## src/rtl/core/swcs_pkg.sv

```systemverilog
package swcs_pkg;

	// fixed field widths
	localparam int TYPE_W   = 8;
	localparam int REQ_W    = 32;
	localparam int SEQ_W    = 16;
	localparam int LEN_W    = 24;
	localparam int CLEN_W   = 11;
	localparam int TRIES_W  = 8;
	localparam int STATUS_W = 3;
	localparam int CMD_W    = 2;

	// register port
	localparam int DATA_W = 32;
	localparam int ADDR_W = 5;
	localparam int REG_W  = 3;

	localparam int CHUNK_BYTES_DEF = 1024;
	localparam int MAX_TRIES_DEF   = 3;

	localparam logic [LEN_W-1:0] TIMEOUT_RESET = LEN_W'(1000);

	typedef enum logic [STATUS_W-1:0] {
		PH_IDLE       = 3'd0,
		PH_SEND_CHUNK = 3'd1,
		PH_AWAIT      = 3'd2,
		PH_SEND_DONE  = 3'd3,
		PH_DONE       = 3'd4,
		PH_FAILED     = 3'd5
	} phase_t;

	typedef enum logic [CMD_W-1:0] {
		CMD_START  = 2'd0,
		CMD_TICK   = 2'd1,
		CMD_HEADER = 2'd2
	} cmd_t;

	typedef enum logic [REG_W-1:0] {
		REG_REQUEST_ID     = 3'd0,
		REG_CHUNK_MSG_TYPE = 3'd1,
		REG_DONE_MSG_TYPE  = 3'd2,
		REG_MESSAGE_LENGTH = 3'd3,
		REG_TIMEOUT_TICKS  = 3'd4,
		REG_ACK_CODE       = 3'd5,
		REG_NAK_CODE       = 3'd6,
		REG_ERR_CODE       = 3'd7
	} reg_idx_t;

	typedef struct packed {
		logic                 send_valid;
		logic [TYPE_W-1:0]    send_type;
		logic [SEQ_W-1:0]     send_sequence;
		logic [SEQ_W-1:0]     send_total;
		logic [LEN_W-1:0]     chunk_offset;
		logic [CLEN_W-1:0]    chunk_length;
		logic [STATUS_W-1:0]  sender_status;
		logic [TRIES_W-1:0]   tries_left;
	} result_t;

endpackage

```

## src/rtl/core/stop_wait_chunk_sender.sv

```systemverilog
// Sending side of a chunked stop-and-wait transfer. Each command beat (start, one
// microsecond tick, or a received header) produces exactly one result beat, which
// carries the frame descriptor to send (if any) together with the sender status and
// the attempts left. One command is taken every cycle while cmd_stall is low. Its
// result is registered in a two-entry output stage (output register plus skid
// register), in the skid entry when the output is stalled, so the block can take a
// command while a result is still stalled; cmd_stall rises only when both entries
// are full. Start finds the chunk count with a single multiply by a constant
// reciprocal of CHUNK_BYTES, saturated at 65535; the chunk offset is kept as a
// running sum, so no multiplier sits in the tick path. Registers sit on a 32-bit
// APB port at byte address 4*i and may be changed only while no result is pending.
module stop_wait_chunk_sender #(
	parameter int CHUNK_BYTES = swcs_pkg::CHUNK_BYTES_DEF,
	parameter int MAX_TRIES   = swcs_pkg::MAX_TRIES_DEF
) (
	input  logic                           clk,
	input  logic                           arst_n,

	input  logic                           psel,
	input  logic                           penable,
	input  logic                           pwrite,
	input  logic [swcs_pkg::ADDR_W-1:0]    paddr,
	input  logic [swcs_pkg::DATA_W-1:0]    pwdata,
	output logic [swcs_pkg::DATA_W-1:0]    prdata,
	output logic                           pready,

	input  logic                           cmd_valid,
	output logic                           cmd_stall,
	input  logic [swcs_pkg::CMD_W-1:0]     command,
	input  logic [swcs_pkg::TYPE_W-1:0]    rx_type,
	input  logic [swcs_pkg::REQ_W-1:0]     rx_request,
	input  logic [swcs_pkg::SEQ_W-1:0]     rx_sequence,

	output logic                           res_valid,
	input  logic                           res_stall,
	output logic                           send_valid,
	output logic [swcs_pkg::TYPE_W-1:0]    send_type,
	output logic [swcs_pkg::SEQ_W-1:0]     send_sequence,
	output logic [swcs_pkg::SEQ_W-1:0]     send_total,
	output logic [swcs_pkg::LEN_W-1:0]     chunk_offset,
	output logic [swcs_pkg::CLEN_W-1:0]    chunk_length,
	output logic [swcs_pkg::STATUS_W-1:0]  sender_status,
	output logic [swcs_pkg::TRIES_W-1:0]   tries_left
);

	localparam int SEQ_W   = swcs_pkg::SEQ_W;
	localparam int LEN_W   = swcs_pkg::LEN_W;
	localparam int TYPE_W  = swcs_pkg::TYPE_W;
	localparam int TRIES_W = swcs_pkg::TRIES_W;

	// chunk count = floor((len + C - 1) / C) via exact reciprocal, numerator < 2^NUM_W
	localparam int NUM_W       = LEN_W + 1;
	localparam int RECIP_SHIFT = NUM_W + $clog2(CHUNK_BYTES);
	localparam int RECIP_W     = NUM_W + 1;
	localparam longint unsigned RECIP =
		((64'd1 << RECIP_SHIFT) + longint'(CHUNK_BYTES) - 64'd1) / longint'(CHUNK_BYTES);
	localparam int PROD_W      = NUM_W + RECIP_W;

	// running byte offset; max is 65535 * CHUNK_BYTES
	localparam int CHUNK_W = $clog2(CHUNK_BYTES + 1);
	localparam int OFF_W   = SEQ_W + CHUNK_W;
	localparam int CMP_W   = (OFF_W > LEN_W) ? OFF_W : LEN_W;

	localparam logic [TRIES_W-1:0] TRIES_INIT = TRIES_W'(MAX_TRIES);

	// configuration
	logic [swcs_pkg::REQ_W-1:0] request_id_q;
	logic [TYPE_W-1:0]          data_type_q;
	logic [TYPE_W-1:0]          fin_type_q;
	logic [LEN_W-1:0]           msg_len_q;
	logic [LEN_W-1:0]           timeout_q;
	logic [TYPE_W-1:0]          ack_code_q;
	logic [TYPE_W-1:0]          nak_code_q;
	logic [TYPE_W-1:0]          err_code_q;

	// sender state
	swcs_pkg::phase_t    phase_q, phase_d;
	logic [SEQ_W-1:0]    cur_q, cur_d;
	logic [SEQ_W-1:0]    count_q, count_d;
	logic [TRIES_W-1:0]  tries_q, tries_d;
	logic [LEN_W-1:0]    wait_q, wait_d;
	logic [OFF_W-1:0]    off_q, off_d;

	// output stage
	swcs_pkg::result_t   res_d, out_q, skid_q;
	logic                out_valid_q, skid_valid_q;

	logic                   wr_en;
	swcs_pkg::reg_idx_t     reg_idx;
	logic                   accept;
	logic                   out_free;
	swcs_pkg::cmd_t         cmd;

	logic [NUM_W-1:0]       num;
	logic [PROD_W-1:0]      prod;
	logic [PROD_W-1:0]      quot;
	logic [SEQ_W-1:0]       count_new;
	logic [SEQ_W-1:0]       cur_inc;
	logic [CMP_W-1:0]       off_ext;
	logic [CMP_W-1:0]       len_ext;
	logic [CMP_W-1:0]       rem;
	logic [CMP_W-1:0]       clen;
	logic                   hdr_match;

	assign pready  = 1'b1;
	assign wr_en   = psel && penable && pwrite;
	assign reg_idx = swcs_pkg::reg_idx_t'(paddr[swcs_pkg::ADDR_W-1:2]);

	always_ff @(posedge clk or negedge arst_n) begin
		if (!arst_n) begin
			request_id_q <= '0;
			data_type_q  <= '0;
			fin_type_q   <= '0;
			msg_len_q    <= '0;
			timeout_q    <= swcs_pkg::TIMEOUT_RESET;
			ack_code_q   <= '0;
			nak_code_q   <= '0;
			err_code_q   <= '0;
		end else if (wr_en) begin
			unique case (reg_idx)
				swcs_pkg::REG_REQUEST_ID:     request_id_q <= pwdata;
				swcs_pkg::REG_CHUNK_MSG_TYPE: data_type_q  <= pwdata[TYPE_W-1:0];
				swcs_pkg::REG_DONE_MSG_TYPE:  fin_type_q   <= pwdata[TYPE_W-1:0];
				swcs_pkg::REG_MESSAGE_LENGTH: msg_len_q    <= pwdata[LEN_W-1:0];
				swcs_pkg::REG_TIMEOUT_TICKS:  timeout_q    <= pwdata[LEN_W-1:0];
				swcs_pkg::REG_ACK_CODE:       ack_code_q   <= pwdata[TYPE_W-1:0];
				swcs_pkg::REG_NAK_CODE:       nak_code_q   <= pwdata[TYPE_W-1:0];
				swcs_pkg::REG_ERR_CODE:       err_code_q   <= pwdata[TYPE_W-1:0];
				default: ;
			endcase
		end
	end

	always_comb begin
		unique case (reg_idx)
			swcs_pkg::REG_REQUEST_ID:     prdata = request_id_q;
			swcs_pkg::REG_CHUNK_MSG_TYPE: prdata = swcs_pkg::DATA_W'(data_type_q);
			swcs_pkg::REG_DONE_MSG_TYPE:  prdata = swcs_pkg::DATA_W'(fin_type_q);
			swcs_pkg::REG_MESSAGE_LENGTH: prdata = swcs_pkg::DATA_W'(msg_len_q);
			swcs_pkg::REG_TIMEOUT_TICKS:  prdata = swcs_pkg::DATA_W'(timeout_q);
			swcs_pkg::REG_ACK_CODE:       prdata = swcs_pkg::DATA_W'(ack_code_q);
			swcs_pkg::REG_NAK_CODE:       prdata = swcs_pkg::DATA_W'(nak_code_q);
			swcs_pkg::REG_ERR_CODE:       prdata = swcs_pkg::DATA_W'(err_code_q);
			default:                      prdata = '0;
		endcase
	end

	assign accept = cmd_valid && !cmd_stall;
	assign cmd    = swcs_pkg::cmd_t'(command);

	// chunk count for start, saturated to 16 bits
	assign num       = NUM_W'(msg_len_q) + NUM_W'(CHUNK_BYTES - 1);
	assign prod      = PROD_W'(num) * PROD_W'(RECIP_W'(RECIP));
	assign quot      = prod >> RECIP_SHIFT;
	assign count_new = (quot > PROD_W'({SEQ_W{1'b1}})) ? {SEQ_W{1'b1}} : quot[SEQ_W-1:0];

	// descriptor of the pending chunk
	assign off_ext = CMP_W'(off_q);
	assign len_ext = CMP_W'(msg_len_q);
	assign rem     = (off_ext < len_ext) ? (len_ext - off_ext) : '0;
	assign clen    = (rem > CMP_W'(CHUNK_BYTES)) ? CMP_W'(CHUNK_BYTES) : rem;

	assign cur_inc   = cur_q + SEQ_W'(1);
	assign hdr_match = (phase_q == swcs_pkg::PH_AWAIT) && (rx_request == request_id_q);

	// next state
	always_comb begin
		phase_d = phase_q;
		cur_d   = cur_q;
		count_d = count_q;
		tries_d = tries_q;
		wait_d  = wait_q;
		off_d   = off_q;
		case (cmd)
			swcs_pkg::CMD_START: begin
				count_d = count_new;
				cur_d   = '0;
				off_d   = '0;
				tries_d = TRIES_INIT;
				wait_d  = '0;
				phase_d = (msg_len_q == '0) ? swcs_pkg::PH_SEND_DONE
				                            : swcs_pkg::PH_SEND_CHUNK;
			end
			swcs_pkg::CMD_TICK: begin
				unique case (phase_q)
					swcs_pkg::PH_SEND_CHUNK: begin
						wait_d  = timeout_q;
						phase_d = swcs_pkg::PH_AWAIT;
					end
					swcs_pkg::PH_AWAIT: begin
						if (wait_q <= LEN_W'(1)) begin
							wait_d = '0;
							if (tries_q <= TRIES_W'(1)) begin
								tries_d = '0;
								phase_d = swcs_pkg::PH_FAILED;
							end else begin
								tries_d = tries_q - TRIES_W'(1);
								phase_d = swcs_pkg::PH_SEND_CHUNK;
							end
						end else begin
							wait_d = wait_q - LEN_W'(1);
						end
					end
					swcs_pkg::PH_SEND_DONE: phase_d = swcs_pkg::PH_DONE;
					default: ;
				endcase
			end
			swcs_pkg::CMD_HEADER: begin
				if (hdr_match) begin
					// a NAK or ERR wins over an ACK with the same code
					if (rx_type == nak_code_q || rx_type == err_code_q) begin
						phase_d = swcs_pkg::PH_FAILED;
					end else if (rx_type == ack_code_q && rx_sequence == cur_q) begin
						cur_d   = cur_inc;
						off_d   = off_q + OFF_W'(CHUNK_BYTES);
						tries_d = TRIES_INIT;
						wait_d  = '0;
						phase_d = (cur_inc >= count_q) ? swcs_pkg::PH_SEND_DONE
						                               : swcs_pkg::PH_SEND_CHUNK;
					end
				end
			end
			default: ;
		endcase
	end

	// result of this command
	always_comb begin
		res_d               = '0;
		res_d.sender_status = phase_d;
		res_d.tries_left    = tries_d;
		if (cmd == swcs_pkg::CMD_TICK) begin
			if (phase_q == swcs_pkg::PH_SEND_CHUNK) begin
				res_d.send_valid    = 1'b1;
				res_d.send_type     = data_type_q;
				res_d.send_sequence = cur_q;
				res_d.send_total    = count_q;
				res_d.chunk_offset  = off_ext[LEN_W-1:0];
				res_d.chunk_length  = clen[swcs_pkg::CLEN_W-1:0];
			end else if (phase_q == swcs_pkg::PH_SEND_DONE) begin
				res_d.send_valid = 1'b1;
				res_d.send_type  = fin_type_q;
			end
		end
	end

	always_ff @(posedge clk or negedge arst_n) begin
		if (!arst_n) begin
			phase_q <= swcs_pkg::PH_IDLE;
			cur_q   <= '0;
			count_q <= '0;
			tries_q <= '0;
			wait_q  <= '0;
			off_q   <= '0;
		end else if (accept) begin
			phase_q <= phase_d;
			cur_q   <= cur_d;
			count_q <= count_d;
			tries_q <= tries_d;
			wait_q  <= wait_d;
			off_q   <= off_d;
		end
	end

	// output register with skid; input stalls only when the skid entry is full
	assign out_free  = !out_valid_q || !res_stall;
	assign cmd_stall = skid_valid_q;

	always_ff @(posedge clk or negedge arst_n) begin
		if (!arst_n) begin
			out_valid_q  <= 1'b0;
			skid_valid_q <= 1'b0;
		end else begin
			if (skid_valid_q) begin
				if (out_free) begin
					out_valid_q  <= 1'b1;
					skid_valid_q <= 1'b0;
				end
			end else if (accept) begin
				if (out_free) begin
					out_valid_q <= 1'b1;
				end else begin
					skid_valid_q <= 1'b1;
				end
			end else if (out_free) begin
				out_valid_q <= 1'b0;
			end
		end
	end

	always_ff @(posedge clk) begin
		if (skid_valid_q) begin
			if (out_free) begin
				out_q <= skid_q;
			end
		end else if (accept) begin
			if (out_free) begin
				out_q <= res_d;
			end else begin
				skid_q <= res_d;
			end
		end
	end

	assign res_valid     = out_valid_q;
	assign send_valid    = out_q.send_valid;
	assign send_type     = out_q.send_type;
	assign send_sequence = out_q.send_sequence;
	assign send_total    = out_q.send_total;
	assign chunk_offset  = out_q.chunk_offset;
	assign chunk_length  = out_q.chunk_length;
	assign sender_status = out_q.sender_status;
	assign tries_left    = out_q.tries_left;

endmodule
```

## config.mk

```make
export PLATFORM = sky130hd
export DESIGN_NAME = stop_wait_chunk_sender
export DESIGN_NICKNAME = d
export VERILOG_FILES = /design/src/rtl/core/swcs_pkg.sv /design/src/rtl/core/stop_wait_chunk_sender.sv
export SDC_FILE = /design/constraint.sdc
export NUM_CORES = 1
export LEC_CHECK = 0
export BUFFER_PORTS_ARGS = -buffer_cell sky130_fd_sc_hd__buf_2
export CAP_MARGIN = 0
export CORE_MARGIN = 2
export CORE_UTILIZATION = 45
export CTS_CLUSTER_SIZE = 25
export DETAILED_ROUTE_END_ITERATION = 7
export PLACE_DENSITY = 0.77
export SYNTH_ARGS = -nofsm -noshare
export SYNTH_HDL_FRONTEND = slang
export SYNTH_SLANG_ARGS = --single-unit
```

## constraint.sdc

```tcl
create_clock -name clk -period 5.75 [get_ports clk]
set_input_delay 1.15 -clock clk [delete_from_list [all_inputs] [get_ports clk]]
set_output_delay 1.15 -clock clk [all_outputs]
set_load 0.01 [all_outputs]
```

==> results of run 1 <==
==> state kept, by name, summed over array words and instances (netlist names), 11 cells and up <==
signal	cells
send_sequence	16
chunk_offset	15
timeout_q	24
request_id_q	32
skid_q	77
wait_q	24
send_total	15
cur_q	16
chunk_length	11
count_q	15
off_ext	17
msg_len_q	24
==> metal layers <==
layer / vias up / GRT usage / routed length, µm
li1: 6824 / - / -
met1: 7354 / 0.347 / 23700
met2: 684 / 0.387 / 24900
met3: 64 / 0.0353 / 4110
met4: 0 / 0.0589 / 877
met5: - / 0 / 0
==> cell usage in the layout, fill, tap and decap left out, drive strengths merged, types with 64 or more instances in the layout <==
master and n:
dfrtp 199, a21oi 64, o21ai 146, mux2 171, nor3 64, buf 248
nor2 92, edfxtp 154, nand2 144
==> worst paths after layout <==
path | startpoint | endpoint | slack, ns | cells past startpoint
max | msg_len_q[14] | chunk_length[9] | 1.37 | 9
min | count_q[12] | count_q[12] | 0.48 | 2
max reg2reg | msg_len_q[14] | chunk_length[9] | 1.37 | 9
min reg2reg | count_q[12] | count_q[12] | 0.48 | 2
max in group asynchronous | arst_n | off_ext[26] | 3.97 | 2
min in group asynchronous | arst_n | request_id_q[2] | 0.74 | 1
==> critical path: stages (launching register included) <==
cell	delay, ns
dfrtp_1	0.49
ha_1	0.51
o21ai_1	0.10
and3b_1	0.17
or4_1	0.50
or4_1	0.40
nand4b_4	0.18
nor4_2	0.37
nand3_1	0.71
o41ai_2	0.70
==> power groups by stage <==
stage          clock network (mW)  logic (mW)  registers [mW]
2_1_floorplan                   0        1.40            3.35
3_3_place_gp                    0        1.98            3.42
3_5_place_dp                    0        2.03            3.44
4_1_cts                      2.63        2.05            3.40
5_1_grt                      2.74        2.27            3.45
6_report                     2.59        2.07            3.41
==> stage by stage <==
step | total power, mW | util | instance area (µm²) | hold WS (ns)
floorplan | 4.75 | - | 19100 | 0.450
global placement | 5.41 | 0.494 | 20700 | 0.466
detailed placement | 5.47 | 0.494 | 20700 | 0.472
CTS | 8.08 | 0.526 | 22100 | 0.485
global route | 8.45 | 0.526 | 22100 | 0.520
finish | 8.07 | 0.526 | 22100 | 0.482
==> cells by family after synthesis <==
kind of cell	synth area share
AOI/OAI and AO/OA	0.124
xor gates and xnor gates	0.0503
adders and majority gates	0.0235
buffers and inverters	0.0368
DFF	0.510
muxes	0.114
other	0.000392
and+or+nand+nor	0.141
==> layout make-up <==
| class | instances | area [µm²] |
|---|---|---|
| Sequential cell | 359 | 9760 |
| Timing Repair Buffer | 249 | 1340 |
| Inverter | 63 | 236 |
| Clock inverter | 13 | 159 |
| Fill cell | 3605 | 19900 |
| Tap cell | 539 | 674 |
| Antenna cell | 3 | 7.51 |
| Clock buffer | 62 | 1180 |
| Multi-Input combinational cell | 1229 | 8720 |
==> results.md, run 1 <==
- Status: complete, no violations
- Switching Share: 0.328
- Placed instance count: 2439
- Post-layout nets: 2081
- Cell internal pwr: 5.42 mW
- Number of port buffers: 219
- GRT Resource Usage Total: 0.242
- H-tree Lvls: 2
- CP endpoint kind: register
- Avg Vias per Cell: 5.93
- Worst rel slew slack: 0.122
- Pin count of the biggest net entering global routing: 109
- Post-synthesis average cell area: 10.9 µm²
- 1st-iter DRT viols: 1872
- RSZ-0062 raised after global routing: no
- Final Hold Fails: 0
- Remaining Overflow, GRT: 0
- CP Data Required Time: 6.03 ns
- Antenna violations before repair: 2
- Routed vias: 14900
- Per-cell routed wire length: 21.3 µm
- FF+latch count, synth: 359
- CTS resizes: 0
- Die span in y: 210 µm
- Setup ws final: 1.37 ns
- Pre-CTS WS: 1.26 ns
- Setup TNS Final: 0 ns
- First-pass detailed-route iteration total: 5
- Sequential area share after synthesis: 0.510
- Mapped Area: 19100 µm²
- Max clock buf depth: 3
- Cell taking the most area after synthesis: dfrtp_1
- Final setup violation count: 0
- Synth Warn #: 0
- Max Cap Viol: 0
- EDFF count, synth: 154
- Final worst path period share: 0.763
- Peak VDD IR: 0.207 mV
- Starting density of the core: 0.456
- Final WL: 53600 µm
- Yosys top cell area share: 0.260
- Leakage: 9.11 nW
- Skew-Pair Late Insertion Delay: 0.56 ns
- First-pass GRT wire length: 83600 µm
- Main flop type after synthesis: dfrtp_1
- Pin slew with the least headroom to its limit: 1.31 ns
- DIE AREA: 44200 µm²
- Post-CTS Hold Buffers: 0
- FP Rows: 75
- Final Skew: 0.0285 ns
- # IOs: 224
- Total core area: 41900 µm²
- Post-CTS setup buffers: 0
- Post-DP HPWL: 39100 µm
- Clock power share: 0.321
- Top-count cell post-synth: dfrtp_1
- Die W: 210 µm
- RePlAce Congestion: 0.903
- Critical path peak fanout: 20
- Min cycle time layout: 4.38 ns
- Cell Pwr Density: 366 nW/µm²
- Vias in the first global route: 14400
- Gate Count Post-Synth: 1756
- Post-synthesis async set-or-reset flop share: 0.571
- Highest clock rate: 0.228 GHz
- Net Switching: 2.65 mW
- Root buffer cell: clkbuf_16
- Pins over their slew limit: 0
- Synth top area cells: dfrtp_1 (26%), edfxtp_1 (24%), mux2_2 (10%)
- Number of nets with antenna violations after routing: 0
- Sink Count: 359
- Min-delay worst type: reg2reg
- Distinct cell type count after synthesis: 75
- Synth-to-layout area growth: 15.3%
- Ratio of cells with drive above 1 in the final layout: 0.266
- CTS tree: done
- CTS Buf Count: 41
- Startpoint class of the critical path: register
- Comb power frac: 0.257
- # DRC: 0
- Seq pwr share: 0.422
- Worst-path clk slew: 0.06 ns
- Kind of critical path: reg2reg
- Non-filler instance count after layout: 2517
- Top cells by count, synth: dfrtp_1 (199), mux2_2 (171), edfxtp_1 (154)
- Endpoint arrival time on the critical path: 4.67 ns
Note: power is estimated with default switching activity, not from simulation.
==> inputs of run 2 (changes only) <==
==> constraint.sdc (replaced) <==
create_clock -name clk -period 3.6 [get_ports clk]
set_input_delay 0.72 -clock clk [delete_from_list [all_inputs] [get_ports clk]]
set_output_delay 0.72 -clock clk [all_outputs]
set_load 0.01 [all_outputs]
==> run 2 against run 1 <==
Effect of this change: register-to-register slack worse by 1.2 ns; critical path type unchanged; worst hold slack worse by 0.26 ns; utilization is 1.2 points higher; clock skew is 0.0062 ns lower; power is 62% higher; count of clock-buffer cells in the layout is 7 lower; wire length is 4.0% higher; critical path depth is 3 higher; critical endpoint is now chunk_length[3]; sequential share of layout area is 1.0 points lower.
==> results.md, run 2 (synthesis results as in run 1) <==
- First-pass detailed-route iteration total: 5
- Final setup violation count: 0
- Post-layout nets: 2134
- M1 WL: 24000 µm
- Pin slew with the least headroom to its limit: 1.27 ns
- Antenna violations before repair: 4
- DIE AREA: 44200 µm²
- Post-DP HPWL: 40900 µm
- Root buffer cell: clkbuf_16
- Commonest non-fill, non-tap cell in the layout: buf_2
- Met3 wire length: 4420 µm
- Cell Pwr Density: 578 nW/µm²
- Vias in the first global route: 14900
- GRT Resource Usage Total: 0.252
- Number of port buffers: 219
- Max FFs per register: 77
- Synth-to-layout area growth: 18.0%
- Min cycle time layout: 3.39 ns
- Die W: 210 µm
- Pins over their slew limit: 0
- Startpoint class of the critical path: register
- Design area: 22600 µm²
- Setup ws final: 0.208 ns
- Path depth of the worst reg2reg path: 12
- Die span in y: 210 µm
- Final Skew: 0.0223 ns
- Setup TNS Final: 0 ns
- Area post-placement: 21200 µm²
- Total core area: 41900 µm²
- FP Rows: 75
- Biggest register: skid_q
- # DRC: 0
- Worst rel slew slack: 0.153
- Max clock buf depth: 3
- Min-delay worst type: in2async
- Pre-CTS WS: 0.0629 ns
- Endpoint arrival time on the critical path: 3.76 ns
- Skew-Pair Late Insertion Delay: 0.56 ns
- DR top layer: met5
- Worst-path clk slew: 0.06 ns
- Peak VDD IR: 0.331 mV
- CP Data Required Time: 3.96 ns
- Pin count of the biggest net entering global routing: 90
- First-pass GRT wire length: 86700 µm
- Ratio of cells with drive above 1 in the final layout: 0.294
- Routed vias: 15300
- CTS tree: done
- Avg Vias per Cell: 5.97
- 1st-iter DRT viols: 1671
- Final Hold Fails: 0
- Max Cap Viol: 0
- Final WL: 55700 µm
- Top flop regs: skid_q (77), request_id_q (32)
- Critical path peak fanout: 18
- CP endpoint kind: register
- Final worst path period share: 0.942
- Met2 wire length: 26200 µm
- Post-CTS Hold Buffers: 0
- Starting density of the core: 0.456
- Remaining Overflow, GRT: 0
- Number of nets with antenna violations after routing: 0
- Per-cell routed wire length: 21.7 µm
- Worst hold slack: 0.225 ns
- RePlAce Congestion: 0.926
- # IOs: 224
- Highest clock rate: 0.295 GHz
- Leakage: 9.42 nW
- H-tree Lvls: 2
- CTS Buf Count: 40
- Kind of critical path: reg2reg
- R2R Setup Slk: 0.21 ns
- Sink Count: 359
- Total Power: 13.1 mW
- Most frequent cells in the layout: buf_2 (218), dfrtp_1 (198), mux2_2 (171), edfxtp_1 (154), nand2_1 (142)
- Status: complete, no violations
==> run 2: final cells by class <==
class / count / area, µm²
diodes: 5 / 12.5
clock buffers: 55 / 1120
clock inverters: 19 / 188
fillers: 3553 / 19400
inverters: 63 / 236
multi-input cells: 1229 / 8800
flip-flops and latches: 359 / 9760
well taps: 539 / 674
repair buffers: 303 / 1800
==> run 2: critical path, cell delays in order, from the launching register on <==
cell and delay (ns):
dfrtp_1 0.42, inv_1 0.17, ha_1 0.34, a21oi_1 0.24
and2_1 0.23, o22ai_1 0.14, a221oi_1 0.39, nand3_1 0.18
nor4_4 0.30, nand3_1 0.14, buf_6 0.20, buf_4 0.16
o41ai_2 0.30
==> run 2: worst paths after layout <==
kind                             start                to
max in group asynchronous       arst_n      timeout_q[3]
hold reg to reg            count_q[13]       count_q[13]
hold / removal                  arst_n  request_id_q[26]
setup / recovery           off_ext[11]   chunk_length[3]
min in group clk            pwdata[26]  request_id_q[26]
setup reg to reg           off_ext[11]   chunk_length[3]
==> run 2: stage by stage <==
step	util	cells
2_1_floorplan	-	1758
3_3_place_gp	0.505	2492
3_5_place_dp	0.505	2492
4_1_cts	0.536	2566
5_1_grt	0.539	2570
6_report	0.539	2572
==> run 2: metal layers <==
layer	vias up	global-route usage
met2	731	0.404
met3	91	0.0435
met4	2	0.0638
met5	-	0
li1	6950	-
met1	7570	0.357
==> run 2: where the power goes <==
group	internal (mW)	switching, mW	total [mW]
logic	1.41	2.14	3.55
registers	4.88	0.527	5.41
clock network	2.41	1.69	4.10
==> run 2: timing repair <==
item                                    in CTS  in global routing
setup buffers                                0                  1
resized for setup                            0                 21
endpoints found under the setup margin       0                  7
